`config.mk`:
```
export PLATFORM = sky130hd
export DESIGN_NAME = mplex_frame_deframer_unit
export DESIGN_NICKNAME = d
export VERILOG_FILES = /design/src/hdl/mfd_pkg.sv /design/src/hdl/mfd_varint.sv /design/src/hdl/mplex_frame_deframer_unit.sv
export SDC_FILE = /design/constraint.sdc
export NUM_CORES = 1
export LEC_CHECK = 0
export ABC_AREA = 0
export BUFFER_PORTS_ARGS = -buffer_cell sky130_fd_sc_hd__buf_2
export CAP_MARGIN = 20
export CORE_ASPECT_RATIO = 0.8
export CORE_UTILIZATION = 58
export CTS_CLUSTER_SIZE = 16
export DETAILED_ROUTE_END_ITERATION = 10
export PLACE_DENSITY = 0.88
export REMOVE_ABC_BUFFERS = 1
export SLEW_MARGIN = 20
export SYNTH_ARGS = -nofsm -noshare
export SYNTH_HDL_FRONTEND = slang
export SYNTH_SLANG_ARGS = --single-unit
```
`constraint.sdc`:
```
create_clock -name clk -period 14 [get_ports clk]
set_input_delay 2.1 -clock clk [delete_from_list [all_inputs] [get_ports clk]]
set_output_delay 2.1 -clock clk [all_outputs]
set_load 0.01 [all_outputs]
```
`src/hdl/mfd_pkg.sv`:
```
// Shared types and constants for the multiplexed frame deframer.
// Used by mfd_varint and mplex_frame_deframer_unit; depends on nothing.
`timescale 1ns / 1ps

package mfd_pkg;

  // Varint limits: at most 63 value bits, spread over 7-bit digits.
  localparam int MAX_VARINT_BYTES_DEF = 9;
  localparam int ACC_W                = 63;
  localparam int DIGIT_W              = 7;
  localparam int VARINT_DIGITS        = 9;

  // Field widths of the frame and of the configuration registers.
  localparam int BYTE_W    = 8;
  localparam int ID_W      = 60;
  localparam int LIMIT_W   = 61;
  localparam int FLAG_W    = 3;
  localparam int LEN_W     = 32;
  localparam int KIND_W    = 2;
  localparam int ERR_W     = 2;
  localparam int CFG_IDX_W = 8;
  localparam int CFG_DAT_W = 64;
  localparam int OUT_DAT_W = 112;

  // Configuration register indexes and reset values.
  localparam logic [CFG_IDX_W-1:0] REG_MAX_PAYLOAD_LEN = 8'd0;
  localparam logic [CFG_IDX_W-1:0] REG_STREAM_ID_LIMIT = 8'd1;
  localparam logic [LEN_W-1:0]     MAX_LEN_RESET       = 32'd1048576;
  localparam logic [LIMIT_W-1:0]   ID_LIMIT_RESET      = 61'h1000000000000000;

  // Result kinds.
  localparam logic [KIND_W-1:0] KIND_HEADER  = 2'd0;
  localparam logic [KIND_W-1:0] KIND_PAYLOAD = 2'd1;
  localparam logic [KIND_W-1:0] KIND_ERROR   = 2'd2;

  // Error codes.
  localparam logic [ERR_W-1:0] ERR_BAD_VARINT = 2'd0;
  localparam logic [ERR_W-1:0] ERR_ID_LIMIT   = 2'd1;
  localparam logic [ERR_W-1:0] ERR_LEN_LIMIT  = 2'd2;
  localparam logic [ERR_W-1:0] ERR_NONE       = 2'd3;

  typedef enum logic [3:0] {
    PH_HDR  = 4'b0001,
    PH_LEN  = 4'b0010,
    PH_PAY  = 4'b0100,
    PH_DEAD = 4'b1000
  } phase_t;

  // Outcome of absorbing one varint byte.
  typedef struct packed {
    logic done;
    logic bad;
  } varint_status_t;

  // One result item.
  typedef struct packed {
    logic [KIND_W-1:0] kind;
    logic [ID_W-1:0]   stream_id;
    logic [FLAG_W-1:0] flag;
    logic [LEN_W-1:0]  payload_len;
    logic [BYTE_W-1:0] payload_byte;
    logic              last;
    logic [ERR_W-1:0]  error_code;
  } result_t;

endpackage

```
`src/hdl/mfd_varint.sv`:
```
// Absorbs one byte of an unsigned LEB128 varint into the running value.
// Depends on mfd_pkg.
`timescale 1ns / 1ps

module mfd_varint #(
  parameter int MAX_VARINT_BYTES = mfd_pkg::MAX_VARINT_BYTES_DEF,
  parameter int CNT_W            = $clog2(MAX_VARINT_BYTES + 1)
) (
  input  logic [CNT_W-1:0]          count,
  input  logic [mfd_pkg::ACC_W-1:0] accum,
  input  logic [7:0]                data_byte,
  output logic [CNT_W-1:0]          count_next,
  output logic [mfd_pkg::ACC_W-1:0] accum_next,
  output mfd_pkg::varint_status_t   status
);
  import mfd_pkg::*;

  logic [DIGIT_W-1:0] bits;
  logic               cont;
  logic               overflow;
  logic               non_minimal;
  logic               too_long;

  assign bits = data_byte[DIGIT_W-1:0];
  assign cont = data_byte[7];

  // Place the digit at position 7 * count; digits past bit 62 have no room.
  always_comb begin
    accum_next = accum;
    for (int i = 0; i < VARINT_DIGITS; i++) begin
      if (int'(count) == i) begin
        accum_next[i*DIGIT_W +: DIGIT_W] = accum[i*DIGIT_W +: DIGIT_W] | bits;
      end
    end
  end

  assign count_next  = count + CNT_W'(1);
  assign overflow    = (int'(count) >= VARINT_DIGITS) && (bits != '0);
  assign non_minimal = !cont && (count != '0) && (bits == '0);
  assign too_long    = cont && (int'(count) == MAX_VARINT_BYTES - 1);

  assign status.bad  = overflow || non_minimal || too_long;
  assign status.done = !cont && !status.bad;

endmodule

```
`src/hdl/mplex_frame_deframer_unit.sv`:
```
// Top level of the multiplexed frame deframer: handshakes, frame state, result register.
// Depends on mfd_pkg and mfd_varint.
`timescale 1ns / 1ps

// Usage:
// Bytes of the multiplexed stream enter on the s_ stream channel, one beat per
// byte. Each frame is a header varint (stream id << 3 | flag), a length varint
// and that many payload bytes. The m_ channel gives one header beat after the
// length varint, then one beat per payload byte; m_tlast marks the final beat
// of a frame, which is the header beat itself when the length is zero.
// A malformed varint, a stream id at or above stream_id_limit, or a length
// above max_payload_len gives one error beat, after which every byte is
// dropped until reset. Varint bytes themselves produce no beat.
// Throughput is one byte per cycle while the receiver keeps m_tready high:
// each byte is held in the input register, is decoded against the frame
// state in a single pass and lands in the result register, from which its
// beat is offered on the m_ channel.
// When the receiver stalls, the result register holds its beat and
// the input register still takes one more byte; after that s_tready falls.
// Configuration writes on the cfg_ channel are always ready and are meant to
// be issued while the block is idle. Synchronous reset restores the register
// defaults and puts the block at the start of a frame header.

module mplex_frame_deframer_unit #(
  parameter int MAX_VARINT_BYTES = mfd_pkg::MAX_VARINT_BYTES_DEF
) (
  input  logic                                clk,
  input  logic                                rst,
  // Input stream. s_tdata: data_byte[7:0].
  input  logic                                s_tvalid,
  output logic                                s_tready,
  input  logic [mfd_pkg::BYTE_W-1:0]          s_tdata,
  // Result stream. m_tdata: stream_id[59:0], flag[62:60], payload_len[94:63],
  // payload_byte[102:95], error_code[104:103], zero[111:105].
  output logic                                m_tvalid,
  input  logic                                m_tready,
  output logic [mfd_pkg::OUT_DAT_W-1:0]       m_tdata,
  // m_tuser: kind[1:0].
  output logic [mfd_pkg::KIND_W-1:0]          m_tuser,
  output logic                                m_tlast,
  // Configuration writes.
  input  logic                                cfg_valid,
  output logic                                cfg_ready,
  input  logic [mfd_pkg::CFG_IDX_W-1:0]       cfg_index,
  input  logic [mfd_pkg::CFG_DAT_W-1:0]       cfg_data
);
  import mfd_pkg::*;

  localparam int CNT_W = $clog2(MAX_VARINT_BYTES + 1);

  // Configuration registers.
  logic [LEN_W-1:0]   max_payload_len;
  logic [LIMIT_W-1:0] stream_id_limit;

  // Input register.
  logic              in_valid;
  logic [BYTE_W-1:0] in_byte;

  // Frame state.
  phase_t             phase, phase_next;
  logic [ACC_W-1:0]   varint_accum, varint_accum_next;
  logic [CNT_W-1:0]   varint_bytes, varint_bytes_next;
  logic [ID_W-1:0]    frame_stream_id, frame_stream_id_next;
  logic [FLAG_W-1:0]  frame_flag, frame_flag_next;
  logic [LEN_W-1:0]   frame_length, frame_length_next;
  logic [LEN_W-1:0]   bytes_left, bytes_left_next;

  // Varint unit outputs.
  logic [CNT_W-1:0]   vi_count;
  logic [ACC_W-1:0]   vi_accum;
  varint_status_t     vi_status;

  // Result register.
  logic               out_valid;
  result_t            out_res;
  result_t            res;
  logic               res_valid;

  logic               advance;
  logic [LEN_W-1:0]   left_dec;

  // The byte in the input register moves on when the result slot is free or
  // being emptied in this cycle.
  assign advance  = in_valid && (!out_valid || m_tready);
  assign s_tready = !in_valid || advance;
  assign cfg_ready = 1'b1;

  always_ff @(posedge clk) begin
    if (rst) begin
      max_payload_len <= MAX_LEN_RESET;
      stream_id_limit <= ID_LIMIT_RESET;
    end else if (cfg_valid && cfg_ready) begin
      case (cfg_index)
        REG_MAX_PAYLOAD_LEN: max_payload_len <= cfg_data[LEN_W-1:0];
        REG_STREAM_ID_LIMIT: stream_id_limit <= cfg_data[LIMIT_W-1:0];
        default: begin
        end
      endcase
    end
  end

  always_ff @(posedge clk) begin
    if (rst) begin
      in_valid <= 1'b0;
    end else if (s_tvalid && s_tready) begin
      in_valid <= 1'b1;
    end else if (advance) begin
      in_valid <= 1'b0;
    end
  end

  always_ff @(posedge clk) begin
    if (s_tvalid && s_tready) begin
      in_byte <= s_tdata;
    end
  end

  mfd_varint #(
    .MAX_VARINT_BYTES (MAX_VARINT_BYTES),
    .CNT_W            (CNT_W)
  ) u_varint (
    .count      (varint_bytes),
    .accum      (varint_accum),
    .data_byte  (in_byte),
    .count_next (vi_count),
    .accum_next (vi_accum),
    .status     (vi_status)
  );

  assign left_dec = bytes_left - LEN_W'(1);

  always_comb begin
    phase_next           = phase;
    varint_accum_next    = varint_accum;
    varint_bytes_next    = varint_bytes;
    frame_stream_id_next = frame_stream_id;
    frame_flag_next      = frame_flag;
    frame_length_next    = frame_length;
    bytes_left_next      = bytes_left;
    res_valid            = 1'b0;
    res                  = '0;
    res.error_code       = ERR_NONE;

    case (phase)
      PH_HDR, PH_LEN: begin
        if (vi_status.bad) begin
          phase_next     = PH_DEAD;
          res_valid      = 1'b1;
          res.kind       = KIND_ERROR;
          res.error_code = ERR_BAD_VARINT;
        end else if (!vi_status.done) begin
          varint_accum_next = vi_accum;
          varint_bytes_next = vi_count;
        end else if (phase == PH_HDR) begin
          if ({1'b0, vi_accum[ACC_W-1:FLAG_W]} >= stream_id_limit) begin
            phase_next     = PH_DEAD;
            res_valid      = 1'b1;
            res.kind       = KIND_ERROR;
            res.error_code = ERR_ID_LIMIT;
          end else begin
            frame_stream_id_next = vi_accum[ACC_W-1:FLAG_W];
            frame_flag_next      = vi_accum[FLAG_W-1:0];
            varint_accum_next    = '0;
            varint_bytes_next    = '0;
            phase_next           = PH_LEN;
          end
        end else begin
          if (vi_accum > {{(ACC_W-LEN_W){1'b0}}, max_payload_len}) begin
            phase_next     = PH_DEAD;
            res_valid      = 1'b1;
            res.kind       = KIND_ERROR;
            res.error_code = ERR_LEN_LIMIT;
          end else begin
            frame_length_next = vi_accum[LEN_W-1:0];
            bytes_left_next   = vi_accum[LEN_W-1:0];
            varint_accum_next = '0;
            varint_bytes_next = '0;
            phase_next        = (vi_accum[LEN_W-1:0] == '0) ? PH_HDR : PH_PAY;
            res_valid         = 1'b1;
            res.kind          = KIND_HEADER;
            res.stream_id     = frame_stream_id;
            res.flag          = frame_flag;
            res.payload_len   = vi_accum[LEN_W-1:0];
            res.last          = (vi_accum[LEN_W-1:0] == '0);
          end
        end
      end
      PH_PAY: begin
        bytes_left_next  = left_dec;
        res_valid        = 1'b1;
        res.kind         = KIND_PAYLOAD;
        res.stream_id    = frame_stream_id;
        res.flag         = frame_flag;
        res.payload_len  = frame_length;
        res.payload_byte = in_byte;
        res.last         = (left_dec == '0);
        if (left_dec == '0) begin
          phase_next = PH_HDR;
        end
      end
      default: begin
        // After an error every byte is dropped.
      end
    endcase
  end

  always_ff @(posedge clk) begin
    if (rst) begin
      phase        <= PH_HDR;
      varint_accum <= '0;
      varint_bytes <= '0;
    end else if (advance) begin
      phase        <= phase_next;
      varint_accum <= varint_accum_next;
      varint_bytes <= varint_bytes_next;
    end
  end

  always_ff @(posedge clk) begin
    if (advance) begin
      frame_stream_id <= frame_stream_id_next;
      frame_flag      <= frame_flag_next;
      frame_length    <= frame_length_next;
      bytes_left      <= bytes_left_next;
    end
  end

  always_ff @(posedge clk) begin
    if (rst) begin
      out_valid <= 1'b0;
    end else if (advance) begin
      out_valid <= res_valid;
    end else if (m_tready) begin
      out_valid <= 1'b0;
    end
  end

  always_ff @(posedge clk) begin
    if (advance && res_valid) begin
      out_res <= res;
    end
  end

  assign m_tvalid = out_valid;
  assign m_tuser  = out_res.kind;
  assign m_tlast  = out_res.last;
  assign m_tdata  = {7'b0, out_res.error_code, out_res.payload_byte,
                     out_res.payload_len, out_res.flag, out_res.stream_id};

endmodule

```
==> results.txt <==
----------------------------------------------------
[Synth]
  Average cell area after synthesis ... 10.00 µm²
  Cell count after synthesis ... 1,922
  Flip-flop and latch count after synthesis ... 409
  Sequential share of the synthesized area ... 55.25%
  Distinct cells, synth ... 74
  Share of synthesized flip-flops with an asynchronous set or reset ... 0%
  Main synth FF type ... edfxtp_1
  Mapped Area ... 0.01922 mm²
  Warnings, synthesis ... 0
  Number of flops mapped to enable cells by yosys ... 243

[Worst setup path]
  Kind of start point of the critical path ... register
  Crit path capture type ... register
  Required time of the critical path ... between 10 and 15 ns
  Data arrival time of the critical path ... 6.59 ns
  Worst path max stage delay ... approximately 0.86 ns
  Cells traversed along the worst timing path ... and3b_1 > a21oi_1 > inv_1 > ha_1 > nand4_1 > or2_2 > or4_1 > a31oi_1 > o31ai_1 > a21oi_1 > o31ai_1 > inv_4 > buf_4
  Maximum fanout along the worst path ... 55
  Worst Path Class, Setup ... reg -> reg
  Slowest cell on crit path ... dfxtp_1

[STA]
  Headroom to the max-slew limit ... 30.17%
  Fraction of the cycle the final worst path needs ... ~46%
  Highest achievable clock rate ... around 160 MHz
  Final setup vio count ... 0
  Final worst clock skew ... 0.01974 ns
  Clock period minus final worst setup slack ... ~6.4 ns
  Sum of negative setup slack ... 0 ns
  Number of endpoints with negative hold slack in the final report ... 0
  Measured slew at the worst slew-check pin ... 1.047 ns
  Smallest setup slack after layout ... approximately 7.6 ns
  Setup repair after global routing missed its margin ... no
  Final Max Tran Viols ... 0
  Final-layout worst hold slack ... 0.4484 ns

[Floorplanning]
  Horizontal die dimension ... 205.5 µm
  Chip height ... 164.8 µm
  Core footprint ... 0.03256 mm²
  Starting Density ... between 50% and 60%
  Rows ... 59
  Count of pins on the block boundary ... 203
  Total die area ... 0.03388 mm²

[Pwr]
  Logic gate share of total power ... 6.4%
  Pint ... 2.039 mW
  Worst supply voltage drop on vdd ... between 80 and 90 µV
  Power dissipated by switching net loads ... 593.8 µW
  Sequential cell fraction of total power ... 49.3%
  Switching power as a share of total power ... 22.55%
  Fraction of power consumed by the clock network ... 44.3%
  Power density relative to cell area ... 120.5 mW/mm²
  Leakage power figure ... 8.311 nW

[Global route]
  Congestion Overflow GR ... 0
  Global-route wire length before repair ... 78,570 µm
  Antenna violations before repair ... 2
  Maximum number of pins on one net before global-route repair ... 70
  Number of global-route vias before repair ... 14,420
  Tot GR Track Use ... 30.28%

[Detailed routing]
  Post-DR vias/cell ... about 6.1
  DRC marker count from the first detailed-route iteration ... 1,877
  Detail Route Antenna Nets ... 0
  Wire per inst ... slightly above 20 µm
  Remaining routing DRC violations ... 0
  Total wire length ... around 52,000 µm
  Via count ... 15,350
  DRT Pass-1 Iters ... 6

[Clocking]
  Reg clk slew, reported paths ... approximately 0.060 ns
  Clock latency on the worst-skew pair ... between 0.5 and 0.6 ns
  TritonCTS clock tree ... built
  Number of buffers on the longest clock path ... 3
  Clock net sink count ... 409
  Post-CTS setup buffers ... 0
  Number of cells upsized or downsized after cts ... 0
  Number of buffers created by CTS ... 41
  Cts hold-fix bufs ... 0
  Clock tree root buffer cell ... clkbuf_16
  Htree depth ... 2

[Place]
  Number of buffers added on ports ... 191
  Worst slack at placement ... ~7.7 ns
  Cell area reported after detailed placement ... 0.02043 mm²
  Final RePlAce weighted congestion ... roughly 0.91
  HPWL after detailed placement ... 34,430 µm

[Layout]
  Multi-input gate area ... 0.007392 mm²
  Commonest cells after routing, fill and taps aside ... 282 x nand2_1, 243 x a21oi_1, 243 x edfxtp_1
  Layout overhead on the synthesized area ... 13.69%
  Total Nets Final ... 2,243
  Number of fill cells ... 2,407
  Most common cell after layout, fill and taps aside ... nand2_1
  Final standard cell area without fillers ... about 0.022 mm²
  Seq. cell area ... 0.01062 mm²
  Proportion of layout cells with a drive suffix above 1 ... 14.91%

[Hold path]
  Hold crit path type ... reg -> reg

[Flow run]
  Number of max-capacitance violations reported ... 0

[Outcome]
  Run status ... finished, final reports clean

----------------------------------------------------
state kept, by name (all words and copies together) (netlist names):
register and count:
bytes_left 32, m_tdata 105, in_valid 1, varint_bytes 4, frame_length 32, frame_flag 3, frame_stream_id 60, in_byte 8
stream_id_limit 61, max_payload_len 32, phase 4, varint_accum 63, m_tlast 1, m_tvalid 1, m_tuser 2
critical path: cells and delay by family, from the launching register on:
kind                       cells  cell delay, ns
AOI/OAI and AO/OA              5            1.64
adders and majority gates      1            0.43
buffers and inverters          3            1.63
DFF                            1            0.86
and+or+nand+nor                4            1.38
kinds of logic (layout without fill, tap and decap cells):
logic type | count (synthesis) | in the layout | share of synthesized area (%)
mux | 11 | 11 | 0.5728
other cells | 2 | 9 | 0.03907
compound gates | 446 | 446 | 14.19
xor+xnor | 27 | 27 | 1.230
fa+ha+maj | 97 | 97 | 6.313
flops | 409 | 409 | 55.25
buf+inv | 324 | 489 | 6.658
simple gates | 606 | 606 | 15.75
area by class of cell:
class	count	share of cell area, %
diodes	1	0.01145
clock buffers	55	5.227
clock inverters	20	1.277
inverters	199	3.429
multi-input cells	1195	33.82
flip-flops and latches	409	48.59
well taps	427	2.444
repair buffers	215	5.198
power by group through the flow:
| stage | sequential [mW] | combinational, mW | clock [mW] |
|---|---|---|---|
| floorplan | 1.33 | 0.0824 | 0 |
| global placement | 1.32 | 0.156 | 0 |
| detailed placement | 1.32 | 0.161 | 0 |
| CTS | 1.30 | 0.163 | 1.17 |
| global route | 1.30 | 0.180 | 1.22 |
| finish | 1.30 | 0.168 | 1.17 |
worst paths after layout:
path,cells past startpoint,start,end,slack (ns)
setup / recovery,13,varint_bytes[3],m_tdata[93],7.58
hold / removal,2,varint_accum[31],varint_accum[31],0.45
setup reg to reg,13,varint_bytes[3],m_tdata[93],7.58
hold reg to reg,2,varint_accum[31],varint_accum[31],0.45
stage by stage:
step | std cells | utilization (%) | power (mW)
6_report | 2521 | 67.14 | 2.633
5_1_grt | 2520 | 67.13 | 2.700
4_1_cts | 2520 | 67.12 | 2.633
3_5_place_dp | 2445 | 62.75 | 1.486
3_3_place_gp | 2445 | 62.75 | 1.480
2_1_floorplan | 1803 | - | 1.411
per-layer routing:
layer  up-vias  global-route usage, %  wire, µm
met4         0                  10.57      1534
met5         -                      0         0
met2       922                  45.30     22430
li1       7041                      -         -
met3       129                  6.728      5927
met1      7258                  43.32     21770
cell usage after synthesis, types with 16 or more instances:
master       n  area share [%]
o2111ai_1   53             2.4
nand2_1    282             5.5
buf_2       18            0.47
and3_1      16            0.52
dfxtp_1    166              17
edfxtp_1   243              38
o21ai_0     32            0.83
ha_1        97             6.3
nand4_1     30            0.98
and2_1      17            0.55
o21ai_1     29            0.76
a21oi_1    243             6.3
nor2_1      66             1.3
clkbuf_1    91             1.8
nand3_1     17            0.44
or2_2       17            0.55
nor2b_1     65             2.1
inv_1      198             3.9
Power figures use the tool's default switching activity.
